## src/rtl/plc_blend.sv

```systemverilog
// ----------------------------------------------------------------------------
// plc_blend
// start + (finish - start) * t, t in unsigned Q1.FB, truncated toward zero
// ----------------------------------------------------------------------------
module plc_blend #(
	parameter int W  = 8,
	parameter int FB = 16
) (
	input  logic [W-1:0]  start_val,
	input  logic [W-1:0]  finish_val,
	input  logic [FB:0]   t,
	output logic [W-1:0]  res
);
	logic           up;
	logic [W-1:0]   diff;
	logic [W+FB:0]  prod;
	logic [W+FB:0]  base;
	logic [W+FB:0]  num;

	always_comb begin
		up   = finish_val >= start_val;
		diff = up ? (finish_val - start_val) : (start_val - finish_val);
		prod = (W+FB+1)'(diff) * (W+FB+1)'(t);
		base = {1'b0, start_val, {FB{1'b0}}};
		num  = up ? (base + prod) : (base - prod);
		res  = num[FB +: W];
	end
endmodule

```

## config.mk

```make
export PLATFORM = sky130hd
export DESIGN_NAME = plc_blend
export DESIGN_NICKNAME = d
export VERILOG_FILES = /design/src/rtl/plc_blend.sv
export SDC_FILE = /design/constraint.sdc
export NUM_CORES = 1
export LEC_CHECK = 0
export ABC_AREA = 1
export BUFFER_PORTS_ARGS = -buffer_cell sky130_fd_sc_hd__buf_2
export CAP_MARGIN = 10
export CORE_MARGIN = 2
export CORE_UTILIZATION = 40
export DETAILED_ROUTE_END_ITERATION = 10
export PLACE_DENSITY_LB_ADDON = 0.25
export SLEW_MARGIN = 0
export SYNTH_ARGS = -nofsm -noshare
export SYNTH_HDL_FRONTEND = slang
export SYNTH_SLANG_ARGS = --single-unit
```

## constraint.sdc

```tcl
create_clock -name vclk -period 21.7
set_input_delay 6.51 -clock vclk [all_inputs]
set_output_delay 6.51 -clock vclk [all_outputs]
set_load 0.005 [all_outputs]
```

==> out/results.ini, run 1 <==
[placed_design]
hpwl_mm=13.3
io_buffer_count=41
gp_congestion=0.872
placed_cells=1116

[final_layout]
diodes=0
nets=1132
area_delta_synth_final_pct=6.80
final_cells=1116
seq_area_um2=0
nFlopsAndLatches=0
final_core_util_pct=43.7
n_clock_buffer=0
nFillCells=1594
drive_above_1_share_pct=7.08

[timing]
setup_viol=0
tns_ns=0
hold_violations=0
fin_crit_ns=20.90
rsz0062_at_grt=false
worstMarginPinSlew_ns=0.776
max_freq_mhz=47.8
drv_slew=0
slew_headroom_pct=48.2
post-route-period-util_pct=96.3

[hold_path]
min-delay-start=start_val[0]
holdPathStages=4
holdPathEnd=res[0]
hold_path.class=in -> out

[synth]
syn-num-nets=1099
yosysTopAreaCell=fa_1
ys_seq_area_share_pct=0
yosysUniqueCellTypes=33
synth_top_area_share_pct=31.0
syn-cell-area_mm2=0.00594
syn_inst=901
syn_area_per_cell_um2=6.60
synth_area_leaders=fa_1 (31%), ha_1 (15%), inv_1 (14%)
ys_warn_count=0

[setup_path]
startpoint_type=primary input
cp.arrival_ns=14.39
end_kind=output pin
cp_common_cell=nand2_1
cp_max_fo=15
cp.buffers_inverters=9
cp_data_required_time_ns=15.19
startpoint=finish_val[0]
critPathKind=in -> out
crit_family=adder cells
cpMaxStageDelayCell=fa_1
crit_path_max_incr_delay_ns=0.55

[drt]
detail-route-antenna-nets=0
first_pass_iters=5
first_iter_violations=321
wl_per_cell_um=13.6
routed_via_density=4.94
drt_wl_total_mm=15.2
drc=0
num_vias=5512

[floorplan]
dieArea_mm2=0.0158
die_h_um=126
start_util_pct=40.9
boundaryPins=41
rows=44
fp.coreArea_mm2=0.0145
fp.dieW_um=126

[global_route]
grt_pass1_wl_mm=25.2
grt_max_degree=17
antenna_found_initial=0
track_usage_pct=19.1
grt_pass1_vias=5242
grt_overflow_total=0

[run_status]
status=completed

[run]
cap_violations=0

[clocking]
cts_setup_buffers=0

## synth_stat cells (2+ instances only)
cell type / instances
nor2_2: 2
inv_1: 217
buf_6: 2
nand3_2: 4
ha_1: 73
o21ai_2: 2
fa_1: 92
nand4_1: 10
o21bai_1: 5
a211oi_1: 2
xnor2_1: 8
nand2_2: 3
nand3_1: 53
buf_2: 6
buf_4: 3
nand2_1: 199
xor2_1: 12
clkbuf_1: 5
and2_1: 2
a21oi_1: 28
xor2_2: 3
nand3b_1: 2
o21ai_0: 8
nor2_1: 151
## tightest hold or removal path, cell delays in order
cell	delay, ns
buf_2	0.12
ha_1	0.21
xnor2_1	0.08
buf_2	0.12
## metal layers
metal  vias up  wire (µm)  part of all wire [%]  GRT usage (%)
li1       2741          -                     -              -
met1      2645       7050                    46           27.0
met2       119       7560                    50           34.3
met3         7        488                   3.2          0.170
met4         0         87                  0.57           1.49
met5         -          0                     0              0
## worst max-delay path by stage
stage | endpoint | slack [ns] | cells past startpoint
after floorplan | res[7] | 2.00 | 42
after global placement | res[7] | 0.65 | 44
after detailed placement | res[7] | 0.44 | 44
after CTS | res[7] | 0.42 | 44
after global routing | res[7] | 0.1 | 43
final | res[7] | 0.80 | 43
## cell usage in the layout (no fill, tap or decap)
cell type	count
xor2_1	12
xor2_4	1
a21boi_1	1
a2111oi_1	1
or2_2	1
o21ai_1	1
ha_2	1
nand3_1	53
nand2_2	4
xnor2_1	8
nor3_1	1
inv_1	217
a211oi_1	2
a21boi_2	1
a21oi_1	28
nand2_1	198
nor2_2	2
fa_1	92
o21ai_0	8
ha_1	72
nand3b_1	2
nand3_2	4
xor2_2	2
or2_1	1
o21bai_1	5
a31oi_1	1
nand4_1	10
nor2_1	151
and2_1	2
buf_2	41
o21ai_2	2
a21oi_2	1
buf_4	6
## cell families (layout without fill, tap and decap cells)
| family | after synthesis | count (layout) | synth area share [%] |
|---|---|---|---|
| xor+xnor | 23 | 23 | 3.77 |
| fa+ha+maj | 165 | 165 | 46.4 |
| simple gates | 429 | 429 | 29.6 |
| buf+inv | 233 | 264 | 15.3 |
| compound gates | 51 | 51 | 5.01 |
## cell type report
type,instances,area [µm²],share of cell area (%)
Multi-Input combinational cell,668,5050,79.6
Inverter,217,815,12.8
Timing Repair Buffer,47,250,3.94
Tap cell,184,230,3.63
## stage by stage
| step | cell area, µm² | hold slack [ns] | setup WS [ns] |
|---|---|---|---|
| CTS | 6330 | 13.55 | 0.425 |
| floorplan | 5940 | 13.26 | 2.00 |
| detailed placement | 6330 | 13.54 | 0.438 |
| finish | 6350 | 13.55 | 0.796 |
| global placement | 6330 | 13.54 | 0.648 |
| global route | 6350 | 13.57 | 0.0991 |
## repair_timing
| action | CTS | global route |
|---|---|---|
| setup endpoints to repair | 0 | 1 |
| hold buffers | 0 | 0 |
| gates resized for setup | 0 | 4 |
Power of run 1 is left out: the tool's default activity adds up to more than one toggle a clock period on the data nets, which glitch-free logic cannot reach.
==> inputs of run 2 (changes only) <==
--- a/config.mk
+++ b/config.mk
@@ -9,4 +9,7 @@
 export BUFFER_PORTS_ARGS = -buffer_cell sky130_fd_sc_hd__buf_2
 export CAP_MARGIN = 10
+export CELL_PAD_IN_SITES_DETAIL_PLACEMENT = 0
+export CELL_PAD_IN_SITES_GLOBAL_PLACEMENT = 1
+export CORE_ASPECT_RATIO = 0.8
 export CORE_MARGIN = 2
 export CORE_UTILIZATION = 40
==> constraint.sdc (replaced) <==
create_clock -name vclk -period 21.7
set_input_delay 6.51 -clock vclk [all_inputs]
set_output_delay 6.51 -clock vclk [all_outputs]
set_load 0.05 [all_outputs]
==> out/results.ini, run 2 (synthesis results as in run 1) <==
[drt]
num_vias=5336  ; -3.2%
first_iter_violations=354  ; +10%
drc=0  ; unchanged
detail-route-antenna-nets=0  ; unchanged
first_pass_iters=5  ; unchanged
drt_wl_total_mm=15.7  ; +3.6%
wl_per_cell_um=14.1  ; +3.3%
routed_via_density=4.77  ; -3.5%

[floorplan]
fp.dieW_um=140  ; +11%
dieArea_mm2=0.0159  ; about the same
start_util_pct=41.3  ; +0.39 points
fp.coreArea_mm2=0.0144  ; -0.96%
boundaryPins=41  ; unchanged
rows=39  ; -11%
die_h_um=113  ; -10%

[hold_path]
holdPathStages=4  ; unchanged
hold_path.class=in -> out
min-delay-start=start_val[0]
holdPathEnd=res[0]

[timing]
max_freq_mhz=47.6  ; -0.56%
slew_headroom_pct=50.8  ; +2.6 points
tns_ns=0  ; unchanged
rsz0062_at_grt=false
hold_violations=0  ; unchanged
post-route-period-util_pct=96.9  ; +0.54 points
setup_viol=0  ; unchanged
setup_ws_ns=0.678  ; -0.118 ns
fin_crit_ns=21.02  ; +0.118 ns
drv_slew=0  ; unchanged
worstMarginPinSlew_ns=0.738  ; -0.0383 ns

[run_status]
status=completed

[setup_path]
end_kind=output pin
startpoint_type=primary input
cp_max_fo=13  ; -2
cp.buffers_inverters=11  ; +2
cpMaxStageDelayCell=fa_1
cp.arrival_ns=14.51  ; +0.12 ns
critPathKind=in -> out
cp_common_cell=nand2_1
crit_path_max_incr_delay_ns=0.57  ; +0.02 ns
crit_family=adder cells
cp_data_required_time_ns=15.19  ; about the same

[final_layout]
diodes=0  ; unchanged
area_delta_synth_final_pct=7.12
nFlopsAndLatches=0  ; unchanged
nets=1135  ; +0.27%
seq_area_um2=0  ; unchanged
final_core_util_pct=44.2  ; +0.55 points
mostFrequentLayoutCell=inv_1
final_cell_mix=inv_1 (217), nand2_1 (199), nor2_1 (151)
nFillCells=1552  ; -2.6%
drive_above_1_share_pct=7.27  ; +0.19 points
n_clock_buffer=0  ; unchanged

[placed_design]
io_buffer_count=41  ; unchanged
hpwl_mm=13.9  ; +4.6%
dp_slack_ns=0.300  ; -0.137 ns
gp_congestion=0.906  ; +3.9%

[run]
cap_violations=0  ; unchanged

[global_route]
grt_max_degree=17  ; unchanged
track_usage_pct=21.0  ; +1.9 points
grt_overflow_total=0  ; unchanged
antenna_found_initial=0  ; unchanged
grt_pass1_wl_mm=27.0  ; +7.1%
grt_pass1_vias=5260  ; +0.34%

[clocking]
cts_hold_buffers=0  ; unchanged

==> run 2: changes by cell type in the layout (fill, tap and decap cells not counted), sizes merged <==
cell and change:
buf +3
==> run 2: through the flow <==
step / std cells / instance area [µm²] / hold slack [ns]
after global placement: 1119 / 6350 / 13.71
final: 1119 / 6370 / 13.70
after CTS: 1119 / 6350 / 13.70
after detailed placement: 1119 / 6350 / 13.70
after floorplan: 901 / 5940 / 13.51
after global routing: 1119 / 6370 / 13.71
==> run 2: repair_timing <==
action	in CTS	in global routing
setup buffers	0	0
endpoints found under the setup margin	0	3
gates resized for setup	0	3
==> run 2: layout make-up <==
type               instances  area, µm²  area share, %
well taps                184        230           3.62
repair buffers            50        273           4.28
inverters                217        815           12.8
multi-input cells        668       5050           79.3
==> run 2: metal layers <==
layer / GRT usage (%) / vias to the layer above / wire [µm]
li1: - / 2736 / -
met1: 35.6 / 2475 / 8830
met2: 30.0 / 119 / 6010
met3: 1.48 / 6 / 803
met4: 1.08 / 0 / 85
met5: 0 / - / 0
==> run 2: worst min-delay path: cells and delay by family <==
kind	cells	cell delay [ns]
xor+xnor	1	0.10
fa+ha+maj	1	0.23
buf+inv	2	0.34
==> run 2: worst max-delay path by stage <==
stage             startpoint     end  slack [ns]  depth (start not counted)
2_1_floorplan  finish_val[0]  res[7]        1.72                         41
3_3_place_gp    start_val[0]  res[7]        0.32                         40
3_5_place_dp    start_val[0]  res[7]        0.30                         42
4_1_cts         start_val[0]  res[7]        0.26                         42
5_1_grt         start_val[0]  res[7]        0.04                         42
6_report        start_val[0]  res[7]        0.68                         42
Power of run 2 is left out for the same reason.
==> inputs of run 3 (changes only) <==
- BUFFER_PORTS_ARGS: -buffer_cell sky130_fd_sc_hd__buf_2 -> -buffer_cell sky130_fd_sc_hd__buf_4
- PLACE_DENSITY: not set -> 0.85
- PLACE_DENSITY_LB_ADDON: 0.25 -> not set
==> out/results.ini, run 3 (synthesis results as in run 1) <==
[hold_path]
holdPathStages=4  ; unchanged
holdPathEnd=res[0]
hold_path.class=in -> out
min-delay-start=start_val[0]

[placed_design]
hpwl_mm=13.6  ; -2.6%
placed_cells=1115  ; -0.36%
gp_congestion=0.955  ; +5.3%
io_buffer_count=41  ; unchanged
dp_slack_ns=0.629  ; +0.328 ns

[timing]
post-route-period-util_pct=96.5  ; -0.37 points
rsz0062_at_grt=false
drv_slew=0  ; unchanged
max_freq_mhz=47.7  ; +0.38%
tns_ns=0  ; unchanged
setup_ws_ns=0.757  ; +0.0794 ns
slew_headroom_pct=49.7  ; -1.1 points
hold_violations=0  ; unchanged
fin_crit_ns=20.94  ; -0.0794 ns
worstMarginPinSlew_ns=0.755  ; +0.0171 ns
setup_viol=0  ; unchanged

[final_layout]
final_cells=1115  ; -0.36%
seq_area_um2=0  ; unchanged
nFlopsAndLatches=0  ; unchanged
mostFrequentLayoutCell=inv_1
drive_above_1_share_pct=6.87  ; -0.40 points
final_cell_mix=inv_1 (217), nand2_1 (199), nor2_1 (151)
nets=1131  ; -0.35%
nFillCells=1506  ; -3.0%
area_delta_synth_final_pct=8.17
n_clock_buffer=0  ; unchanged
diodes=0  ; unchanged

[floorplan]
boundaryPins=41  ; unchanged
dieArea_mm2=0.0159  ; unchanged
rows=39  ; unchanged
fp.dieW_um=140  ; unchanged
start_util_pct=41.3  ; unchanged
fp.coreArea_mm2=0.0144  ; unchanged
die_h_um=113  ; unchanged

[drt]
drt_wl_total_mm=15.6  ; -1.1%
drt-met1-wl_mm=8.37  ; -5.2%
num_vias=5376  ; +0.75%
routed_via_density=4.82  ; +1.1%
wl_met2_mm=5.98  ; -0.50%
detail-route-antenna-nets=0  ; unchanged
top_layer=met4
first_iter_violations=325  ; -8.2%
drc=0  ; unchanged
wl_per_cell_um=13.9  ; -0.75%
met3_length_mm=1.01  ; +26%
first_pass_iters=5  ; unchanged

[setup_path]
cp.buffers_inverters=10  ; -1
cpMaxStageDelayCell=fa_1
crit_family=adder cells
critPathKind=in -> out
end_kind=output pin
cp.arrival_ns=14.43  ; -0.08 ns
cp_common_cell=nand2_1
startpoint_type=primary input
crit_path_max_incr_delay_ns=0.54  ; -0.03 ns
cp_data_required_time_ns=15.19  ; about the same
cp_max_fo=16  ; +3

[global_route]
grt_max_degree=17  ; unchanged
antenna_found_initial=0  ; unchanged
track_usage_pct=20.4  ; -0.55 points
grt_pass1_vias=5303  ; +0.82%
grt_overflow_total=0  ; unchanged
grt_pass1_wl_mm=26.6  ; -1.5%

[run]
cap_violations=0  ; unchanged

[clocking]
cts_hold_buffers=0  ; unchanged
cts_setup_buffers=0  ; unchanged

[run_status]
status=completed

-- run 3: cell type report --
cell class	count	area (µm²)	area share, %
Inverter	217	815	12.7
Timing Repair Buffer	46	345	5.37
Multi-Input combinational cell	668	5040	78.4
Tap cell	184	230	3.58
-- run 3: what timing repair did --
item | CTS | global route
hold endpoints to repair | 0 | 0
endpoints found under the setup margin | 0 | 1
resized for setup | 0 | 2
-- run 3: per-layer routing --
| metal | vias to the layer above | GRT usage, % |
|---|---|---|
| met4 | 0 | 1.95 |
| met2 | 156 | 29.6 |
| met1 | 2468 | 33.2 |
| met3 | 16 | 2.67 |
| li1 | 2736 | - |
| met5 | - | 0 |
-- run 3: tightest hold or removal path, delay by kind of cell --
| family | cells | cell delay (ns) |
|---|---|---|
| adder cells (fa/ha/maj) | 1 | 0.20 |
| buffers and inverters | 2 | 0.30 |
| XOR/XNOR | 1 | 0.10 |
-- run 3: through the flow --
| stage | utilization, % | cell area [µm²] | hold WS [ns] |
|---|---|---|---|
| finish | 44.7 | 6430 | 13.62 |
| global route | 44.7 | 6430 | 13.63 |
| CTS | 44.6 | 6420 | 13.62 |
| detailed placement | 44.6 | 6420 | 13.61 |
| global placement | 44.6 | 6420 | 13.63 |
| floorplan | - | 5940 | 13.51 |
-- run 3: how the worst max path moves through the flow --
stage | from | end | slack (ns) | depth (start not counted)
4_1_cts | start_val[0] | res[7] | 0.62 | 43
2_1_floorplan | finish_val[0] | res[7] | 1.72 | 41
3_3_place_gp | start_val[0] | res[7] | 0.76 | 41
6_report | finish_val[0] | res[7] | 0.76 | 44
5_1_grt | finish_val[0] | res[7] | 0.03 | 42
3_5_place_dp | start_val[0] | res[7] | 0.63 | 43
Power of run 3 is left out for the same reason.
